[config.mk]
export PLATFORM = sky130hd
export DESIGN_NAME = clipped_line_rasterizer
export DESIGN_NICKNAME = d
export VERILOG_FILES = /design/src/hw/rtl/clr_pkg.sv /design/src/hw/rtl/clipped_line_rasterizer.sv /design/src/hw/rtl/clr_pixel.sv
export SDC_FILE = /design/constraint.sdc
export NUM_CORES = 1
export LEC_CHECK = 0
export BUFFER_PORTS_ARGS = -buffer_cell sky130_fd_sc_hd__buf_2
export CAP_MARGIN = 0
export CORE_ASPECT_RATIO = 0.75
export CORE_MARGIN = 1
export CORE_UTILIZATION = 67
export CTS_CLUSTER_SIZE = 20
export DETAILED_ROUTE_END_ITERATION = 6
export GPL_TIMING_DRIVEN = 1
export PLACE_DENSITY = 0.87
export SYNTH_ARGS = -nofsm -noshare
export SYNTH_HDL_FRONTEND = slang
export SYNTH_SLANG_ARGS = --single-unit
[constraint.sdc]
create_clock -name clk -period 19.38 [get_ports clk]
set_input_delay 1.938 -clock clk [delete_from_list [all_inputs] [get_ports clk]]
set_output_delay 1.938 -clock clk [all_outputs]
set_load 0.05 [all_outputs]
[src/hw/rtl/clr_pkg.sv]
// shared types and constants for the clipped line rasterizer
`default_nettype none

package clr_pkg;

  localparam int unsigned FIELD_W     = 16;
  localparam int unsigned COLOR_W     = 32;
  localparam int unsigned FRAME_W     = 13;
  localparam int unsigned ADDR_W      = 24;
  localparam int unsigned CFG_INDEX_W = 4;

  localparam logic [CFG_INDEX_W-1:0] CFG_FRAME_WIDTH  = CFG_INDEX_W'(0);
  localparam logic [CFG_INDEX_W-1:0] CFG_FRAME_HEIGHT = CFG_INDEX_W'(1);

  localparam logic [FRAME_W-1:0] FRAME_WIDTH_RESET  = FRAME_W'(1024);
  localparam logic [FRAME_W-1:0] FRAME_HEIGHT_RESET = FRAME_W'(768);

  typedef enum logic [0:0] {
    OP_START = 1'b0,
    OP_STEP  = 1'b1
  } op_t;

  typedef struct packed {
    op_t                       operation;
    logic signed [FIELD_W-1:0] start_x;
    logic signed [FIELD_W-1:0] start_y;
    logic signed [FIELD_W-1:0] end_x;
    logic signed [FIELD_W-1:0] end_y;
    logic        [COLOR_W-1:0] line_color;
  } in_item_t;

  typedef struct packed {
    logic [ADDR_W-1:0]  pixel_address;
    logic [COLOR_W-1:0] pixel_color;
    logic               in_frame;
    logic               last;
  } out_item_t;

  typedef struct packed {
    logic              in_frame;
    logic [ADDR_W-1:0] pixel_address;
  } pix_info_t;

endpackage

`default_nettype wire

[src/hw/rtl/clipped_line_rasterizer.sv]
// clipped all-octant bresenham line rasterizer, top level
//
// usage: a start transaction on the in_ channel (operation = start) loads the
// two endpoints and the line color and produces nothing. each following step
// transaction produces one pixel on the out_ channel: its color, an in-frame
// flag, its row-major address (zero when clipped) and a last flag on the end
// pixel, after which the rasterizer is idle and further steps produce nothing.
// a start during a line replaces that line.
// frame_width (index 0) and frame_height (index 1) are written through the
// cfg_ port, which is always ready; write them only while the block is idle.
// a step's pixel goes to the output register, or to the skid entry while
// that one waits. throughput: one transaction per cycle while in_stall is
// low, set by the single bresenham state stage and the pixel output register.
// a two-entry output buffer (output register plus skid) lets the in_ side
// keep accepting while one pixel waits; in_stall rises only when both
// entries are full, so it is a register and does not follow out_stall
// combinationally. reset empties the buffer, drops any line and restores
// the frame to 1024 x 768.
`default_nettype none

module clipped_line_rasterizer
  import clr_pkg::*;
#(
  parameter int unsigned COORD_BITS = 16
) (
  input  wire logic                   clk,
  input  wire logic                   rst_n,
  // item channel
  input  wire logic                   in_valid,
  output logic                        in_stall,
  input  wire in_item_t               in_data,
  // pixel channel
  output logic                        out_valid,
  input  wire logic                   out_stall,
  output out_item_t                   out_data,
  // register writes
  input  wire logic                   cfg_valid,
  output logic                        cfg_ready,
  input  wire logic [CFG_INDEX_W-1:0] cfg_index,
  input  wire logic [FRAME_W-1:0]     cfg_data
);

  localparam int unsigned SPAN_W = COORD_BITS + 1;
  localparam int unsigned ERR_W  = COORD_BITS + 3;

  // configuration
  logic [FRAME_W-1:0] frame_width_r;
  logic [FRAME_W-1:0] frame_height_r;

  // bresenham state
  logic signed [COORD_BITS-1:0] cur_x_r, cur_y_r, target_x_r, target_y_r;
  logic signed [COORD_BITS-1:0] cur_x_nxt, cur_y_nxt;
  logic        [SPAN_W-1:0]     span_x_r, span_y_r;
  logic                         step_x_neg_r, step_y_neg_r;
  logic signed [ERR_W-1:0]      error_r, error_nxt;
  logic        [COLOR_W-1:0]    held_color_r;
  logic                         line_active_r;

  // output buffer
  out_item_t out_r, skid_r;
  logic      out_valid_r, skid_valid_r;

  // handshakes
  logic in_fire, out_fire, is_start, push;

  assign cfg_ready = 1'b1;
  assign in_stall  = skid_valid_r;
  assign in_fire   = in_valid && !skid_valid_r;
  assign out_valid = out_valid_r;
  assign out_data  = out_r;
  assign out_fire  = out_valid_r && !out_stall;
  assign is_start  = (in_data.operation == OP_START);
  assign push      = in_fire && !is_start && line_active_r;

  // ---------------------------------------------------------------------------
  // endpoint decode: low COORD_BITS bits or, if wider, the zero-extended field
  // ---------------------------------------------------------------------------
  logic signed [COORD_BITS-1:0] x0, y0, x1, y1;

  if (COORD_BITS <= FIELD_W) begin : g_narrow
    assign x0 = in_data.start_x[COORD_BITS-1:0];
    assign y0 = in_data.start_y[COORD_BITS-1:0];
    assign x1 = in_data.end_x[COORD_BITS-1:0];
    assign y1 = in_data.end_y[COORD_BITS-1:0];
  end else begin : g_wide
    // the sign bit lies above the field, so the value is never negative
    assign x0 = {{(COORD_BITS-FIELD_W){1'b0}}, in_data.start_x};
    assign y0 = {{(COORD_BITS-FIELD_W){1'b0}}, in_data.start_y};
    assign x1 = {{(COORD_BITS-FIELD_W){1'b0}}, in_data.end_x};
    assign y1 = {{(COORD_BITS-FIELD_W){1'b0}}, in_data.end_y};
  end

  // start setup: spans, directions and the initial error
  logic signed [SPAN_W-1:0] dx, dy;
  logic        [SPAN_W-1:0] span_x_start, span_y_start;
  logic                     neg_x_start, neg_y_start;
  logic signed [ERR_W-1:0]  error_start;

  assign dx           = {x1[COORD_BITS-1], x1} - {x0[COORD_BITS-1], x0};
  assign dy           = {y1[COORD_BITS-1], y1} - {y0[COORD_BITS-1], y0};
  assign span_x_start = dx[SPAN_W-1] ? -dx : dx;
  assign span_y_start = dy[SPAN_W-1] ? -dy : dy;
  // a zero delta counts as the negative direction, it never moves anyway
  assign neg_x_start  = dx[SPAN_W-1] || (dx == '0);
  assign neg_y_start  = dy[SPAN_W-1] || (dy == '0);
  assign error_start  = {2'b00, span_x_start} - {2'b00, span_y_start};

  // ---------------------------------------------------------------------------
  // one bresenham step from the current state
  // ---------------------------------------------------------------------------
  logic signed [ERR_W-1:0]      e2, span_x_s, span_y_s;
  logic                         move_x, move_y, is_last;
  logic signed [COORD_BITS-1:0] unit_x, unit_y;

  assign span_x_s = {2'b00, span_x_r};
  assign span_y_s = {2'b00, span_y_r};
  assign e2       = error_r <<< 1;
  assign move_x   = e2 > -span_y_s;
  assign move_y   = e2 < span_x_s;
  assign is_last  = (cur_x_r == target_x_r) && (cur_y_r == target_y_r);
  assign unit_x   = step_x_neg_r ? '1 : {{(COORD_BITS-1){1'b0}}, 1'b1};
  assign unit_y   = step_y_neg_r ? '1 : {{(COORD_BITS-1){1'b0}}, 1'b1};

  always_comb begin
    error_nxt = error_r;
    cur_x_nxt = cur_x_r;
    cur_y_nxt = cur_y_r;
    if (move_x) begin
      error_nxt = error_nxt - span_y_s;
      cur_x_nxt = cur_x_r + unit_x;
    end
    if (move_y) begin
      error_nxt = error_nxt + span_x_s;
      cur_y_nxt = cur_y_r + unit_y;
    end
  end

  // clip test and address of the pixel being emitted
  pix_info_t pix;

  clr_pixel #(
    .COORD_BITS (COORD_BITS)
  ) u_pixel (
    .cur_x        (cur_x_r),
    .cur_y        (cur_y_r),
    .frame_width  (frame_width_r),
    .frame_height (frame_height_r),
    .info         (pix)
  );

  out_item_t pix_item;

  assign pix_item.pixel_address = pix.pixel_address;
  assign pix_item.pixel_color   = held_color_r;
  assign pix_item.in_frame      = pix.in_frame;
  assign pix_item.last          = is_last;

  // ---------------------------------------------------------------------------
  // registers
  // ---------------------------------------------------------------------------
  always_ff @(posedge clk) begin
    if (!rst_n) begin
      frame_width_r  <= FRAME_WIDTH_RESET;
      frame_height_r <= FRAME_HEIGHT_RESET;
    end else if (cfg_valid) begin
      case (cfg_index)
        CFG_FRAME_WIDTH:  frame_width_r  <= cfg_data;
        CFG_FRAME_HEIGHT: frame_height_r <= cfg_data;
        default: ;
      endcase
    end
  end

  always_ff @(posedge clk) begin
    if (!rst_n) begin
      line_active_r <= 1'b0;
    end else if (in_fire) begin
      if (is_start) begin
        line_active_r <= 1'b1;
      end else if (line_active_r && is_last) begin
        line_active_r <= 1'b0;
      end
    end
  end

  // line datapath, no reset needed: only read while a line is active
  always_ff @(posedge clk) begin
    if (in_fire && is_start) begin
      cur_x_r      <= x0;
      cur_y_r      <= y0;
      target_x_r   <= x1;
      target_y_r   <= y1;
      span_x_r     <= span_x_start;
      span_y_r     <= span_y_start;
      step_x_neg_r <= neg_x_start;
      step_y_neg_r <= neg_y_start;
      error_r      <= error_start;
      held_color_r <= in_data.line_color;
    end else if (push && !is_last) begin
      cur_x_r <= cur_x_nxt;
      cur_y_r <= cur_y_nxt;
      error_r <= error_nxt;
    end
  end

  // two-entry output buffer; a push never meets a full skid entry
  always_ff @(posedge clk) begin
    if (!rst_n) begin
      out_valid_r  <= 1'b0;
      skid_valid_r <= 1'b0;
    end else if (!out_valid_r || out_fire) begin
      out_valid_r  <= skid_valid_r || push;
      skid_valid_r <= 1'b0;
    end else if (push) begin
      skid_valid_r <= 1'b1;
    end
  end

  always_ff @(posedge clk) begin
    if (!out_valid_r || out_fire) begin
      out_r <= skid_valid_r ? skid_r : pix_item;
    end else if (push) begin
      skid_r <= pix_item;
    end
  end

endmodule

`default_nettype wire

[src/hw/rtl/clr_pixel.sv]
// frame clip test and row-major address of the current pixel
`default_nettype none

module clr_pixel
  import clr_pkg::*;
#(
  parameter int unsigned COORD_BITS = 16
) (
  input  wire logic signed [COORD_BITS-1:0] cur_x,
  input  wire logic signed [COORD_BITS-1:0] cur_y,
  input  wire logic        [FRAME_W-1:0]    frame_width,
  input  wire logic        [FRAME_W-1:0]    frame_height,
  output pix_info_t                         info
);

  localparam int unsigned CMP_W  = COORD_BITS + FRAME_W;
  localparam int unsigned PROD_W = 2 * FRAME_W;

  logic [CMP_W-1:0]  x_ext;
  logic [CMP_W-1:0]  y_ext;
  logic              in_rect;
  logic [PROD_W-1:0] prod;
  logic [PROD_W-1:0] sum;

  // negative coordinates fail on the sign bit, the rest compare unsigned
  assign x_ext   = {{FRAME_W{1'b0}}, cur_x};
  assign y_ext   = {{FRAME_W{1'b0}}, cur_y};
  assign in_rect = !cur_x[COORD_BITS-1] && !cur_y[COORD_BITS-1] &&
                   (x_ext < {{COORD_BITS{1'b0}}, frame_width}) &&
                   (y_ext < {{COORD_BITS{1'b0}}, frame_height});

  // when inside, both coordinates fit in the frame register width
  assign prod = y_ext[FRAME_W-1:0] * frame_width;
  assign sum  = prod + {{FRAME_W{1'b0}}, x_ext[FRAME_W-1:0]};

  assign info.in_frame      = in_rect;
  assign info.pixel_address = in_rect ? sum[ADDR_W-1:0] : '0;

endmodule

`default_nettype wire

==> results of run 1 <==
==> cells by family after synthesis <==
group,share of synthesized area [%]
XOR/XNOR,7.14
other,0.0152
multiplexers,3.88
buffers and inverters,5.60
adder cells (fa/ha/maj),23.8
flip-flops,34.8
AND/OR/NAND/NOR,12.6
AO/OA/AOI/OAI,12.1
==> cell usage in the layout (no fill, tap or decap), types with 13 or more instances in the layout <==
master,instances
nor2b_1,54
nand2_1,187
o31ai_1,33
fa_1,136
o21bai_1,16
nor2_1,158
nor4_1,16
o21ai_0,66
xor2_1,89
nand4_1,13
a211oi_1,16
xnor2_1,109
buf_4,14
nand2b_1,22
a21o_1,52
a31oi_1,17
nor3_1,45
buf_2,178
and2_1,69
inv_1,298
a21oi_1,136
o21a_1,21
edfxtp_1,266
clkbuf_16,30
nand3_1,26
ha_1,251
mux2i_1,37
mux2_2,52
dfxtp_1,28
==> layer usage <==
layer / track usage [%] / vias to the layer above / wire length [microns] / part of all wire (%)
met3: 10.3 / 137 / 9110 / 14
met2: 51.8 / 1175 / 27400 / 42
met1: 51.8 / 9167 / 27300 / 41
met5: 0 / - / 8 / 0.012
li1: - / 8720 / - / -
met4: 10.2 / 2 / 1940 / 3.0
==> sequential cells by signal, summed over array words and instances, names as in the netlist, 16 cells and up <==
register,count
target_y_r,16
cur_y_r,16
held_color_r,32
error_r,18
span_y_r,17
skid_r,58
cur_x_r,16
out_data,58
target_x_r,16
span_x_r,17
==> stage by stage <==
stage	util, %	hold slack [ns]	instance area (sq um)	std cells	power, mW
after CTS	74.7	0.446	26900	3067	3.10
after global routing	74.7	0.456	26900	3068	3.33
after floorplan	-	0.422	24600	2418	2.09
after detailed placement	72.0	0.437	26000	3011	2.51
final	74.7	0.450	26900	3068	3.16
after global placement	72.0	0.424	26000	3011	2.43
==> power breakdown <==
group	leakage, nW	internal [mW]	switching [mW]	total, mW
combinational	8.74	0.696	0.977	1.67
sequential	2.86	0.798	0.109	0.907
clock	0.486	0.315	0.264	0.579
total	12.1	1.81	1.35	3.16
==> worst max-delay path, delay by kind of cell, from the launching register on <==
kind | cells | cell delay, ns
AO/OA/AOI/OAI | 10 | 3.22
AND/OR/NAND/NOR | 8 | 1.48
adder cells (fa/ha/maj) | 3 | 0.94
multiplexers | 3 | 0.57
flip-flops | 1 | 0.42
XOR/XNOR | 2 | 0.25
buffers and inverters | 2 | 0.20
==> worst paths after layout <==
path / to / slack (ns) / depth (start not counted)
hold reg to reg: skid_r[9] / 0.45 / 0
hold / removal: skid_r[9] / 0.45 / 0
setup / recovery: error_r[16] / 12.02 / 28
setup reg to reg: error_r[16] / 12.02 / 28
==> final cells by class <==
type,instances,share of cell area [%]
sequential,295,31.8
timing repair buffer,192,3.70
inverter,301,4.20
antenna,1,0.00929
tap,465,2.16
multi-input combinational,1758,54.5
clock buffer,33,2.84
clock inverter,23,0.767
==> flow_summary.json, run 1 <==
{
  "crit_path_end_kind": "flop",
  "vdd_ir_drop_max_mv": 0.0752,
  "final_nets": 3084,
  "crit_slowest_cell": "a31oi_2",
  "dp_hpwl_mm": 50.6,
  "antenna_found_initial": 3,
  "maxSlewHeadroom_pct": 27.1,
  "first_pass_iters": 6,
  "r2r_start": "span_y_r[2]",
  "synth.ff_latch_count": 295,
  "clk_pin_slew_ns": 0.07,
  "seqCellArea_sq_um": 8570,
  "routedWlPerCell_microns": 21.4,
  "cts_tree": "yes",
  "outcome": "finished, final reports clean",
  "powerDensity_nw_per_um2": 117,
  "fin_ws_ns": 12.02,
  "yosysUniqueCellTypes": 82,
  "vias_per_cell": 6.26,
  "fmax_ghz": 0.136,
  "hold_violations": 0,
  "grt_setup_unrepaired": "no",
  "path_max_fanout": 10,
  "fp.dieH_microns": 168,
  "routabilityCongestion": 1.03,
  "worst_ep_arrival_time_ns": 7.69,
  "wirelength_mm": 65.8,
  "ys.warnings.count": 0,
  "area_growth_pct": 9.45,
  "rows": 60,
  "grt_pass1_wl_mm": 104,
  "initial_core_util_pct": 68.3,
  "cts_resized": 0,
  "cap_viol_max_count": 0,
  "clock-root-buffer": "clkbuf_16",
  "post-place-ws_ns": 11.95,
  "worstHoldStart": "held_color_r[7]",
  "htree_levels": 1,
  "grt_max_degree": 82,
  "ys_seq_area_share_pct": 34.8,
  "insertion_delay_ns": 0.61,
  "drc": 0,
  "die_x_microns": 223,
  "yosysMostFrequentCell": "inv_1",
  "synthTopCellsByArea": "edfxtp_1, ha_1, fa_1",
  "period_needed_ns": 7.36,
  "worst-setup-path-type": "flop to flop",
  "skew_ns": 0.0551,
  "clkSinkCount": 295,
  "synth-edff-count": 266,
  "drt_iter0_drc": 2266,
  "num_vias": 19201,
  "slowest_delay_ns": 0.58,
  "netlist_instances": 2418,
  "cp_common_cell": "nand2_1",
  "finalMaxSlewViolations": 0,
  "clockBufferDepth": 3,
  "ios": 180,
  "leakagePower_nw": 12.1,
  "gr-usage-all-layers_pct": 35.6,
  "yosysTopAreaCell": "edfxtp_1",
  "cts_made_buffers": 30,
  "critPathLaunchType": "flop",
  "hp-class": "flop to flop",
  "design.core.area_sq_um": 36000,
  "setup_viol": 0,
  "hold_buffers": 0,
  "grt_pass1_vias": 19060,
  "overflow": 0,
  "drive_gt1_share_pct": 12.9,
  "critPathLaunch": "span_y_r[2]",
  "fillCellCount": 2369,
  "synth_top_cell_area_share_pct": 32.5,
  "fin_crit_sh_pct": 38.0,
  "synth-main-ff-cell": "edfxtp_1",
  "cts_setup_buffers": 0,
  "detail-route-antenna-nets": 0,
  "worst_pin_slew_ns": 1.09,
  "die-area_sq_um": 37500,
  "ys_async_sr_fraction_pct": 0,
  "multi_input_area_sq_um": 14700,
  "synth_top_cells_by_count": "inv_1, edfxtp_1, ha_1, nand2_1, nor2_1",
  "syn-num-nets": 2924,
  "avgSynthCellArea_sq_um": 10.2,
  "portBuffers": 178,
  "worstPathRequired_ns": 19.71,
  "fin_setup_tns_ns": 0,
  "syn_area_sq_um": 24600
}
(Power assumes the default switching activity.)
==> inputs of run 2 (changes only) <==
--- a/config.mk
+++ b/config.mk
@@ -5,15 +5,16 @@
 export SDC_FILE = /design/constraint.sdc
 export NUM_CORES = 1
 export LEC_CHECK = 0
+export ABC_AREA = 1
 export BUFFER_PORTS_ARGS = -buffer_cell sky130_fd_sc_hd__buf_2
 export CAP_MARGIN = 0
 export CORE_ASPECT_RATIO = 0.75
 export CORE_MARGIN = 1
-export CORE_UTILIZATION = 67
+export CORE_UTILIZATION = 57
 export CTS_CLUSTER_SIZE = 20
 export DETAILED_ROUTE_END_ITERATION = 6
 export GPL_TIMING_DRIVEN = 1
-export PLACE_DENSITY = 0.87
+export PLACE_DENSITY = 0.79
 export SYNTH_ARGS = -nofsm -noshare
 export SYNTH_HDL_FRONTEND = slang
 export SYNTH_SLANG_ARGS = --single-unit
==> constraint.sdc (replaced) <==
create_clock -name clk -period 6.2 [get_ports clk]
set_input_delay 0.62 -clock clk [delete_from_list [all_inputs] [get_ports clk]]
set_output_delay 0.62 -clock clk [all_outputs]
set_load 0.05 [all_outputs]
==> flow_summary.json, run 2 <==
{
  "critPathLaunch": "frame_width_r[2]",
  "grt_pass1_vias": 20532,
  "r2r_slack_ns": 0.32,
  "synthAdderAreaFrac_pct": 22.4,
  "worstPathRequired_ns": 6.55,
  "worstHoldStart": "in_data[10]",
  "utilization_pct": 64.3,
  "synth_top_family_by_area": "simple AND/OR/NAND/NOR gates",
  "clock-root-buffer": "clkbuf_16",
  "cap_viol_max_count": 0,
  "hold-path-endpoint": "held_color_r[10]",
  "die-area_sq_um": 46800,
  "fin_setup_tns_ns": 0,
  "synth_compound_area_share_pct": 7.68,
  "clockBufferDepth": 3,
  "clock_power_share_pct": 19.7,
  "ys_seq_area_share_pct": 32.7,
  "yosysMostFrequentCell": "nand2_1",
  "fmax_ghz": 0.170,
  "fin_ws_ns": 0.319,
  "synth-main-ff-cell": "edfxtp_1",
  "synthSimpleGateAreaFrac_pct": 23.3,
  "synthMuxAreaShare_pct": 0,
  "maxSlewHeadroom_pct": 14.3,
  "swShare_pct": 44.6,
  "fin_crit_sh_pct": 94.9,
  "vias_per_cell": 5.47,
  "gr-usage-all-layers_pct": 30.8,
  "hold_buffers": 0,
  "insertion_delay_ns": 0.59,
  "hp-class": "input pin to flop",
  "worst_ep_arrival_time_ns": 6.23,
  "syn_area_sq_um": 26200,
  "design.core.area_sq_um": 45000,
  "synth_top_cells_by_count": "nand2_1, inv_1, edfxtp_1, ha_1, nor2_1",
  "multi_input_area_sq_um": 15100,
  "outcome": "finished, final reports clean",
  "pwr-share-seq_pct": 27.9,
  "synth.ff_latch_count": 295,
  "top_layer": "met5",
  "seqCellArea_sq_um": 8570,
  "clkSinkCount": 295,
  "routedWlPerCell_microns": 17.8,
  "setup_viol": 0,
  "ios": 180,
  "drt-met1-wl_mm": 33.9,
  "detail-route-antenna-nets": 0,
  "r2r_cells": 20,
  "portBuffers": 178,
  "fp.dieH_microns": 188,
  "vdd_ir_drop_max_mv": 0.214,
  "finalMaxSlewViolations": 0,
  "critPathLaunchType": "flop",
  "initial_core_util_pct": 58.2,
  "met2_wirelength_mm": 27.9,
  "yosysTopAreaCell": "edfxtp_1",
  "cts_tree": "yes",
  "ys_async_sr_fraction_pct": 0,
  "first_pass_iters": 6,
  "post-place-ws_ns": 0.315,
  "p_int_mw": 5.17,
  "leakagePower_nw": 14.9,
  "area_growth_pct": 10.4,
  "overflow": 0,
  "fillCellCount": 3827,
  "path_max_fanout": 14,
  "crit_path_end_kind": "flop",
  "routabilityCongestion": 0.967,
  "grt_setup_unrepaired": "no",
  "wl_met3_mm": 9.32,
  "powerDensity_nw_per_um2": 323,
  "cts_made_buffers": 30,
  "avgSynthCellArea_sq_um": 8.00,
  "skew_ns": 0.0123,
  "drive_gt1_share_pct": 10.1,
  "synth_top_cell_area_share_pct": 30.5,
  "synth-xor-area-share_pct": 4.26,
  "final_cell_mix": "nand2_1, inv_1, edfxtp_1",
  "htree_levels": 1,
  "netlist_instances": 3276,
  "worst-setup-path-type": "flop to flop",
  "whs_path_depth": 1,
  "yosysUniqueCellTypes": 53,
  "r2r_start": "frame_width_r[2]",
  "worst_pin_slew_ns": 1.27,
  "grt_pass1_wl_mm": 113,
  "die_x_microns": 250,
  "final_common_cell": "nand2_1",
  "hold_violations": 0,
  "ys.warnings.count": 0,
  "grt_max_degree": 84,
  "synth-edff-count": 266,
  "period_needed_ns": 5.88,
  "drt_iter0_drc": 2299,
  "power_switching_mw": 4.17,
  "syn-num-nets": 3782,
  "clk_pin_slew_ns": 0.07,
  "timing.rr.end": "out_data[52]",
  "final_nets": 3972,
  "drc": 0,
  "dp_hpwl_mm": 58.7,
  "wirelength_mm": 72.6,
  "power_frac_comb_pct": 52.4,
  "num_vias": 22348,
  "antenna_found_initial": 9,
  "synthTopCellsByArea": "edfxtp_1, nand2_1, ha_1",
  "rows": 67
}
## run 2: changes by cell type after synthesis, moves of 44 or more
cell / delta
and2_1: -64
mux2_2: -52
nor2b_1: -54
xnor2_1: -77
nand2_1: +714
o21ai_0: +80
nand3_1: +137
a21o_1: -44
inv_1: +290
## run 2: critical path, stage by stage, from the launching register on
cell and delay (ns):
dfxtp_1 0.67, nand2_1 0.15, fa_1 0.53, inv_1 0.05
fa_1 0.51, fa_1 0.54, fa_1 0.45, fa_1 0.54
inv_1 0.05, fa_1 0.50, inv_1 0.04, ha_1 0.37
nand2_1 0.14, nor4_1 0.41, nand2_1 0.09, nand2_1 0.11
nand2_1 0.06, nand2_1 0.07, xor2_1 0.19, nand3b_1 0.13
nand2_1 0.05
## run 2: what timing repair did
action                     4_1_cts  5_1_grt
setup endpoints to repair        0       10
buffers inserted                 0        2
resized for setup                0        6
## run 2: worst max-delay path by stage
stage / end / slack [ns] / cells past startpoint
finish: out_data[52] / 0.32 / 20
global route: out_data[52] / 0.009 / 20
CTS: out_data[52] / 0.32 / 24
detailed placement: out_data[52] / 0.32 / 24
global placement: out_data[55] / 0.37 / 25
floorplan: out_data[52] / 0.56 / 22
## run 2: metrics by stage
step	instance area, sq um	hold WS, ns	std cells	power [mW]
2_1_floorplan	26200	0.424	3276	6.04
3_3_place_gp	27900	0.427	4018	7.29
3_5_place_dp	27900	0.436	4018	7.36
4_1_cts	28900	0.176	4074	9.21
5_1_grt	28900	0.173	4079	10.0
6_report	28900	0.203	4084	9.34
## run 2: cell families (layout without fill, tap and decap cells)
family,count (synthesis),after routing
AND/OR/NAND/NOR,1423,1423
buffers and inverters,665,879
XOR/XNOR,124,124
AO/OA/AOI/OAI,381,381
other,1,9
adder cells (fa/ha/maj),387,387
flip-flops,295,295
## run 2: layout make-up
| class | instances | share of cell area (%) |
|---|---|---|
| Inverter | 597 | 7.76 |
| Antenna cell | 8 | 0.0692 |
| Clock inverter | 16 | 0.567 |
| Timing Repair Buffer | 226 | 4.33 |
| Tap cell | 586 | 2.53 |
| Sequential cell | 295 | 29.6 |
| Multi-Input combinational cell | 2316 | 52.3 |
| Clock buffer | 40 | 2.83 |
## run 2: metal layers
metal / vias to the layer above / global-route usage, %
li1: 10932 / -
met2: 1024 / 41.5
met1: 10306 / 47.7
met3: 80 / 9.87
met5: - / 0
met4: 6 / 6.15
## run 2: power groups by stage
stage | Combinational [mW] | Clock [mW] | Sequential (mW)
after floorplan | 3.42 | 0 | 2.62
after CTS | 4.75 | 1.85 | 2.60
after global routing | 5.46 | 1.93 | 2.63
final | 4.90 | 1.84 | 2.61
after global placement | 4.65 | 0 | 2.64
after detailed placement | 4.71 | 0 | 2.65
